`src/hw/rtl/kvs_pkg.sv`:
```
// shared types and constants for the keyframe vector sampler
`timescale 1ns / 1ps
`default_nettype none

package kvs_pkg;

  localparam int KEYS        = 64;
  localparam int ADDR_W      = $clog2(KEYS);
  localparam int CNT_W       = $clog2(KEYS + 1);
  localparam int SEG_W       = 6;
  localparam int COUNT_W     = 7;
  localparam int QUEUE_DEPTH = 2;
  localparam int QPTR_W      = $clog2(QUEUE_DEPTH);
  localparam int QCNT_W      = $clog2(QUEUE_DEPTH + 1);
  localparam int FRAC_W      = 16;

  localparam logic ACT_WRITE  = 1'b0;
  localparam logic ACT_SAMPLE = 1'b1;

  typedef enum logic [2:0] {
    ST_INTERP = 3'd0,
    ST_SINGLE = 3'd1,
    ST_PAST   = 3'd2,
    ST_EMPTY  = 3'd3,
    ST_WRITE  = 3'd4
  } status_e;

  typedef enum logic [2:0] {
    OP_WRITE,
    OP_DROP,
    OP_EMPTY,
    OP_SINGLE,
    OP_SEARCH
  } op_e;

  typedef struct packed {
    logic               action;
    logic [5:0]         key_index;
    logic [31:0]        time_req;
    logic signed [31:0] value_x;
    logic signed [31:0] value_y;
    logic signed [31:0] value_z;
  } req_t;

  typedef struct packed {
    logic signed [31:0] out_x;
    logic signed [31:0] out_y;
    logic signed [31:0] out_z;
    logic [SEG_W-1:0]   segment;
    status_e            status;
  } res_t;

  typedef struct packed {
    op_e              op;
    logic [CNT_W-1:0] n;
    req_t             req;
  } entry_t;

  typedef struct packed {
    logic   valid;
    entry_t entry;
  } cmd_t;

endpackage

`default_nettype wire

```
`src/hw/rtl/kvs_front.sv`:
```
// front end: request intake, classification, key count and request queue
`timescale 1ns / 1ps
`default_nettype none

module kvs_front (
  input  wire logic                         clk_i,
  input  wire logic                         rst_ni,
  input  wire logic                         start_i,
  output logic                              busy_o,
  input  wire kvs_pkg::req_t                req_i,
  input  wire logic                         cfg_valid_i,
  output logic                              cfg_ready_o,
  input  wire logic [kvs_pkg::COUNT_W-1:0]  cfg_data_i,
  input  wire logic                         pop_i,
  output kvs_pkg::cmd_t                     cmd_o
);

  logic [kvs_pkg::COUNT_W-1:0] key_count_q;
  logic [kvs_pkg::CNT_W-1:0]   n_sat;
  kvs_pkg::op_e                op;
  kvs_pkg::entry_t             entry_q [kvs_pkg::QUEUE_DEPTH];
  logic [kvs_pkg::QPTR_W-1:0]  wr_ptr_q, rd_ptr_q;
  logic [kvs_pkg::QCNT_W-1:0]  count_q;
  logic                        push;

  assign cfg_ready_o = 1'b1;

  // clamp the key count to the table size
  assign n_sat = (32'(key_count_q) > kvs_pkg::KEYS) ? kvs_pkg::CNT_W'(kvs_pkg::KEYS)
                                                     : kvs_pkg::CNT_W'(key_count_q);

  always_comb begin
    if (req_i.action == kvs_pkg::ACT_WRITE) begin
      op = (32'(req_i.key_index) < kvs_pkg::KEYS) ? kvs_pkg::OP_WRITE : kvs_pkg::OP_DROP;
    end else if (n_sat == '0) begin
      op = kvs_pkg::OP_EMPTY;
    end else if (n_sat == kvs_pkg::CNT_W'(1)) begin
      op = kvs_pkg::OP_SINGLE;
    end else begin
      op = kvs_pkg::OP_SEARCH;
    end
  end

  assign busy_o      = (count_q == kvs_pkg::QCNT_W'(kvs_pkg::QUEUE_DEPTH));
  assign push        = start_i && !busy_o;
  assign cmd_o.valid = (count_q != '0);
  assign cmd_o.entry = entry_q[rd_ptr_q];

  always_ff @(posedge clk_i or negedge rst_ni) begin
    if (!rst_ni) begin
      key_count_q <= '0;
      wr_ptr_q    <= '0;
      rd_ptr_q    <= '0;
      count_q     <= '0;
    end else begin
      if (cfg_valid_i && cfg_ready_o) begin
        key_count_q <= cfg_data_i;
      end
      if (push) begin
        wr_ptr_q <= (wr_ptr_q == kvs_pkg::QPTR_W'(kvs_pkg::QUEUE_DEPTH - 1)) ? '0
                                                                            : wr_ptr_q + 1'b1;
      end
      if (pop_i) begin
        rd_ptr_q <= (rd_ptr_q == kvs_pkg::QPTR_W'(kvs_pkg::QUEUE_DEPTH - 1)) ? '0
                                                                            : rd_ptr_q + 1'b1;
      end
      case ({push, pop_i})
        2'b10:   count_q <= count_q + 1'b1;
        2'b01:   count_q <= count_q - 1'b1;
        default: count_q <= count_q;
      endcase
    end
  end

  always_ff @(posedge clk_i) begin
    if (push) begin
      entry_q[wr_ptr_q] <= '{op: op, n: n_sat, req: req_i};
    end
  end

endmodule

`default_nettype wire

```
`config.mk`:
```
export PLATFORM = sky130hd
export DESIGN_NAME = kvs_front
export DESIGN_NICKNAME = d
export VERILOG_FILES = /design/src/hw/rtl/kvs_pkg.sv /design/src/hw/rtl/kvs_front.sv
export SDC_FILE = /design/constraint.sdc
export NUM_CORES = 1
export LEC_CHECK = 0
export ABC_CLOCK_PERIOD_IN_PS = 8300
export BUFFER_PORTS_ARGS = -buffer_cell sky130_fd_sc_hd__buf_2
export CORE_MARGIN = 3
export CORE_UTILIZATION = 30
export DETAILED_ROUTE_END_ITERATION = 16
export GPL_TIMING_DRIVEN = 0
export PLACE_DENSITY_LB_ADDON = 0.15
export SYNTH_ARGS = -nofsm -noshare
export SYNTH_HDL_FRONTEND = slang
export SYNTH_SLANG_ARGS = --single-unit
```
`constraint.sdc`:
```
create_clock -name clk_i -period 8.3 [get_ports clk_i]
set_input_delay 0.415 -clock clk_i [delete_from_list [all_inputs] [get_ports clk_i]]
set_output_delay 0.415 -clock clk_i [all_outputs]
set_load 0.05 [all_outputs]
```
### Yosys cells after proc, flatten, opt, wreduce, memory -nomap -nowiden

Memory sizes are Yosys's and may differ from the RTL's.
Cells that the tools add are included.
W data, S select, Z words.

| storage, ports and cells | value |
|---|---|
| register bits after elaboration | 11 |
| bits in latches | 0 |
| memories | 1 |
| bits of input ports | 147 |
| logic and storage cells | 28 |
| memory bits (read-only) | 0 |
| output and inout port bits | 148 |
| bits in writable memories | 290 |

| operators by class | value |
|---|---|
| muxes and demuxes | 9 |
| divide/modulo/power cells | 0 |
| magnitude comparators | 1 |
| bitwise logic cells | 0 |
| $add $sub $neg | 4 |
| shifts and indexed selects | 0 |
| reductions and logical operators | 5 |
| equal/unequal tests | 4 |
| multipliers | 0 |

Memory list:

| name | words | bits a word | rd ports | clocked after memory_dff | write ports | line | RTL |
|---|---|---|---|---|---|---|---|
| entry_q | 2 | 145 | 1 | 0 | 1 | kvs_front.sv:21 | `kvs_pkg::entry_t entry_q [kvs_pkg::QUEUE_DEPTH];` |

Operators with widths:

| kind | count |
|---|---|
| $mux W3 | 3 |
| $eq A7 B1 Y1 const B | 1 |
| $gt A7 B7 Y1 const B | 1 |
| $logic_not A7 Y1 | 1 |
| $mux W7 | 1 |
| $eq A2 B2 Y1 const B | 2 |
| $mux W1 | 4 |
| $pmux W2 S2 | 1 |
| $reduce_bool A2 Y1 | 2 |
| $add A1 B1 Y1 const B | 2 |
| $add A2 B1 Y2 const B | 1 |
| $eq A2 B1 Y1 const B | 1 |
| $sub A2 B1 Y2 const B | 1 |
| $logic_and A1 B1 Y1 | 1 |
| $logic_not A1 Y1 | 1 |

### Logic depth before layout (Yosys ltp)

| depth | value |
|---|---|
| word-level depth | 6 |
| depth in mapped cells | 6 |
| gate-level depth less buffers | 6 |

### Least setup slack after synthesis

OpenSTA, ideal clock, no wires.

| timing | value |
|---|---|
| kind | register to register |
| start | reg count_q[0] (netlist name) |
| end | mem entry_q[0][0] (netlist name), enable pin |
| arrival | 6.650 ns |
| slack | 0.999 ns |
| setup time | 0.651 ns |
| period minus slack after synthesis | 7.301 ns |
| stages on the path, launching flop included | 4 |
| buffers on the path | 0 |
| required time | 7.649 ns |
| cells stage by stage | dfrtp_1 -> nand2b_1 -> nand2_1 -> nor2_1 |

| on the way | value |
|---|---|
| cells in the longest elaborated chain, start to end | 5 |

RTL lines:

| item | line | RTL |
|---|---|---|
| start, declared | kvs_front.sv:23 | `logic [kvs_pkg::QCNT_W-1:0] count_q;` |
| start signal, assigned | kvs_front.sv:68 | `2'b10: count_q <= count_q + 1'b1;` |
| start signal, assigned | kvs_front.sv:69 | `2'b01: count_q <= count_q - 1'b1;` |
| start signal, assigned | kvs_front.sv:70 | `default: count_q <= count_q;` |
| $eq A2 B2 Y1 | kvs_front.sv:44 | `assign busy_o = (count_q == kvs_pkg::QCNT_W'(kvs_pkg::QUEUE_DEPTH));` |
| $logic_not A1 Y1 | kvs_front.sv:45 | `assign push = start_i && !busy_o;` |
| $logic_and A1 B1 Y1 | kvs_front.sv:45 |  |
| $mux W1 | kvs_front.sv:76 | `if (push) begin` |
| $mux W1 (implied by the code) | kvs_front.sv:77 | `entry_q[wr_ptr_q] <= '{op: op, n: n_sat, req: req_i};` |
| end, declared | kvs_front.sv:21 |  |

Every way passes these cells.

==> insert_results.sql <==
INSERT INTO impl_metrics (metric_group, metric, value, unit) VALUES
('logic_synthesis', 'flip_flop_and_latch_count_after_synthesis', '301', ''),
('clocking', 'tritoncts.num_buffers', '36', ''),
('place', 'placedInstanceArea', '13200', 'um^2'),
('cells_and_area', 'areaGrowthSynthToFinish', '30.4', '%'),
('clocking', 'insertion_delay', '0.52', 'ns'),
('power', 'p_leak', '5.34', 'nW'),
('worst_hold_path', 'hp-class', 'primary input to register', ''),
('cells_and_area', 'design.final.nets', '983', ''),
('place', 'finalWeightedCongestion', '0.654', ''),
('status', 'status', 'finished clean', ''),
('grt', 'largest_net_degree_at_the_start_of_global_routing', '58', ''),
('clocking', 'root_buffer', 'clkbuf_16', ''),
('clocking', 'tritoncts', 'built', ''),
('timing', 'final_hold_viol_count', '0', ''),
('detailed_routing', 'route.vias.total', '5654', ''),
('clocking', 'clk_transition_reported_paths', '0.06', 'ns'),
('floorplan', 'die_y', '197', 'um'),
('critical_path', 'data_required_time_at_the_worst_endpoint', '7.89', 'ns'),
('logic_synthesis', 'synth.yosys.seq_area_share', '82.0', '%'),
('detailed_routing', 'detail_route.iter0.violations', '200', ''),
('detailed_routing', 'ant_nets', '0', ''),
('detailed_routing', 'drcViolationCount', '0', ''),
('logic_synthesis', 'postSynth.topFlopCell', 'edfxtp_1', ''),
('logic_synthesis', 'yosysTopAreaCell', 'edfxtp_1', ''),
('critical_path', 'timing.critical_path.slowest_stage_cell', 'buf_2', ''),
('critical_path', 'worstSetupPathType', 'register to primary output', ''),
('logic_synthesis', 'avgSynthCellArea', '22.0', 'um^2'),
('logic_synthesis', 'gate_count_after_technology_mapping', '497', ''),
('critical_path', 'timing.critical_path.mode_cell', 'buf_2', ''),
('power', 'ir_drop', '0.174', 'mV'),
('timing', 'timing.final.setup_violations', '0', ''),
('detailed_routing', 'avgViaCountPerCell', '4.28', ''),
('timing', 'max_slew.worst_pin.slew', '0.819', 'ns'),
('logic_synthesis', 'netlist_area', '11000', 'um^2'),
('floorplan', 'top_level_ports', '295', ''),
('timing', 'timing.max_slew.rel_slack', '45.2', '%'),
('critical_path', 'worst_path_largest_cell_delay', '0.38', 'ns'),
('logic_synthesis', 'synth_enable_flop_cells', '290', ''),
('clocking', 'ctsLongestPathBuffers', '3', ''),
('logic_synthesis', 'synth_cell_type_count', '21', ''),
('cells_and_area', 'filler_cell_count', '3297', ''),
('timing', 'timing_max_transition_violations_final', '0', ''),
('grt', 'initial_antenna_violation_count', '5', ''),
('clocking', 'clock_sink_count', '301', ''),
('critical_path', 'setup.worst_path.end_class', 'primary output', ''),
('logic_synthesis', 'yosys.cell_count.top_type', 'edfxtp_1', ''),
('detailed_routing', 'route.detailed.wl_per_inst', '18.1', 'um'),
('critical_path', 'path_cells', 'buf_2, buf_2, mux2_1, buf_2', ''),
('critical_path', 'cp.buffers_inverters', '3', ''),
('timing', 'fmax', '0.399', 'GHz'),
('grt', 'busiest_layer', 'met2', ''),
('clocking', 'post_cts.resized_instances', '0', ''),
('timing', 'layout_worst_path_cycle_share', '30.2', '%'),
('floorplan', 'placement_rows', '69', ''),
('run', 'timing.max_cap.violations', '0', ''),
('grt', 'grt_overflow_total', '0', ''),
('critical_path', 'cp_data_arrival_time', '2.09', 'ns'),
('logic_synthesis', 'synthesized_nets', '645', ''),
('critical_path', 'critical-path-top-delay-family', 'buffers and inverters', ''),
('grt', 'global_route.usage.met1', '14.4', '%'),
('floorplan', 'core_area', '35800', 'um^2'),
('grt', 'globalRouteTotalUtil', '12.0', '%'),
('timing', 'skew', '0.00792', 'ns'),
('cells_and_area', 'post_route_cells_drive_above_1_share', '43.6', '%'),
('place', 'hpwlAfterDp', '16.3', 'mm'),
('grt', 'met3_usage', '5.56', '%'),
('logic_synthesis', 'netlist.area_leader.share', '79.5', '%'),
('clocking', 'cts.repair_timing.setup_buffer_count', '0', ''),
('grt', 'use_met2', '18.9', '%'),
('timing', 'fin_worst_hold_slack', '0.0789', 'ns'),
('detailed_routing', 'drt_pre_antenna_iters', '4', '');
[metrics by stage]
stage	TNS [ns]	worst slack, ns	std cells	power, mW	util, %
after floorplan	0	0.999	497	3.99	-
after global placement	-491.48	-3.41	1250	4.66	36.3
after detailed placement	0	5.76	1257	4.60	36.8
after CTS	0	5.66	1318	6.11	39.9
after global routing	0	5.63	1319	6.27	39.9
final	0	5.80	1320	5.98	39.9
[flip-flops by register name, summed over array words and instances (netlist names)]
name,count
wr_ptr_q,1
rd_ptr_q,1
count_q,2
key_count_q,7
entry_q,290
[area by class of cell]
| type | instances | area (um^2) | area share [%] |
|---|---|---|---|
| Tap cell | 461 | 577 | 4.04 |
| Clock inverter | 14 | 121 | 0.849 |
| Clock buffer | 46 | 980 | 6.86 |
| Buffer | 19 | 95.1 | 0.666 |
| Timing Repair Buffer | 300 | 1630 | 11.4 |
| Antenna cell | 2 | 5.00 | 0.0350 |
| Multi-Input combinational cell | 176 | 1890 | 13.2 |
| Sequential cell | 301 | 8980 | 62.9 |
| Inverter | 1 | 3.75 | 0.0263 |
[what timing repair did]
action,in CTS,in global routing
endpoints found under the setup margin,0,0
endpoints found under the hold margin,11,0
hold buffers,1,0
[per-layer routing]
metal / part of all wire (%) / routed length (um)
met2: 45 / 10800
met4: 2.7 / 641
met5: 0.18 / 44
met3: 11 / 2600
met1: 41 / 9750
[worst paths after layout]
kind | startpoint | end | slack [ns] | cells after the start
hold reg to reg | count_q[1] | count_q[1] | 0.50 | 1
max in group asynchronous | rst_ni | rd_ptr_q | 7.76 | 2
setup / recovery | rd_ptr_q | cmd_o[105] | 5.80 | 4
hold / removal | req_i[85] | entry_q[0][85] | 0.08 | 1
setup reg to reg | count_q[0] | entry_q[0][20] | 5.83 | 6
min in group asynchronous | rst_ni | key_count_q[5] | 0.31 | 2
[where the power goes]
| part | total (mW) | switching, mW | internal [mW] | leakage (nW) |
|---|---|---|---|---|
| clock | 1.46 | 0.573 | 0.890 | 0.531 |
| sequential | 2.13 | 0.0633 | 2.07 | 2.82 |
| combinational | 2.38 | 1.81 | 0.571 | 1.98 |
| total | 5.98 | 2.45 | 3.53 | 5.34 |
[layout by cell type (no fill, tap or decap)]
| cell type | count |
|---|---|
| nand2_1 | 1 |
| dlygate4sd3_1 | 1 |
| conb_1 | 1 |
| and3_4 | 1 |
| clkbuf_1 | 9 |
| buf_4 | 1 |
| nor2b_1 | 7 |
| or2_1 | 1 |
| edfxtp_1 | 290 |
| buf_12 | 4 |
| nor2_4 | 1 |
| clkinvlp_4 | 3 |
| inv_1 | 1 |
| clkbuf_8 | 2 |
| nor3_2 | 1 |
| mux2_2 | 7 |
| nor2_1 | 1 |
| dfrtp_1 | 11 |
| buf_2 | 308 |
| ha_1 | 1 |
| xnor2_1 | 3 |
| and3_1 | 1 |
| xor2_1 | 2 |
| or4_1 | 1 |
| clkinv_2 | 4 |
| diode_2 | 2 |
| buf_16 | 3 |
| mux2_1 | 145 |
| nand2b_1 | 1 |
| bufinv_16 | 2 |
| clkbuf_16 | 37 |
| clkinv_1 | 5 |
| and2_1 | 1 |
[logic make-up (layout without fill, tap and decap cells)]
logic type | Yosys count | in the layout | synth area share, %
AND/OR/NAND/NOR | 17 | 17 | 0.948
multiplexers | 152 | 152 | 15.6
XOR/XNOR | 5 | 5 | 0.400
flip-flops | 301 | 301 | 82.0
buffers and inverters | 20 | 380 | 0.902
other | 1 | 3 | 0.0342
adder cells (fa/ha/maj) | 1 | 1 | 0.114
No activity file was read; power rests on OpenSTA's default activity.
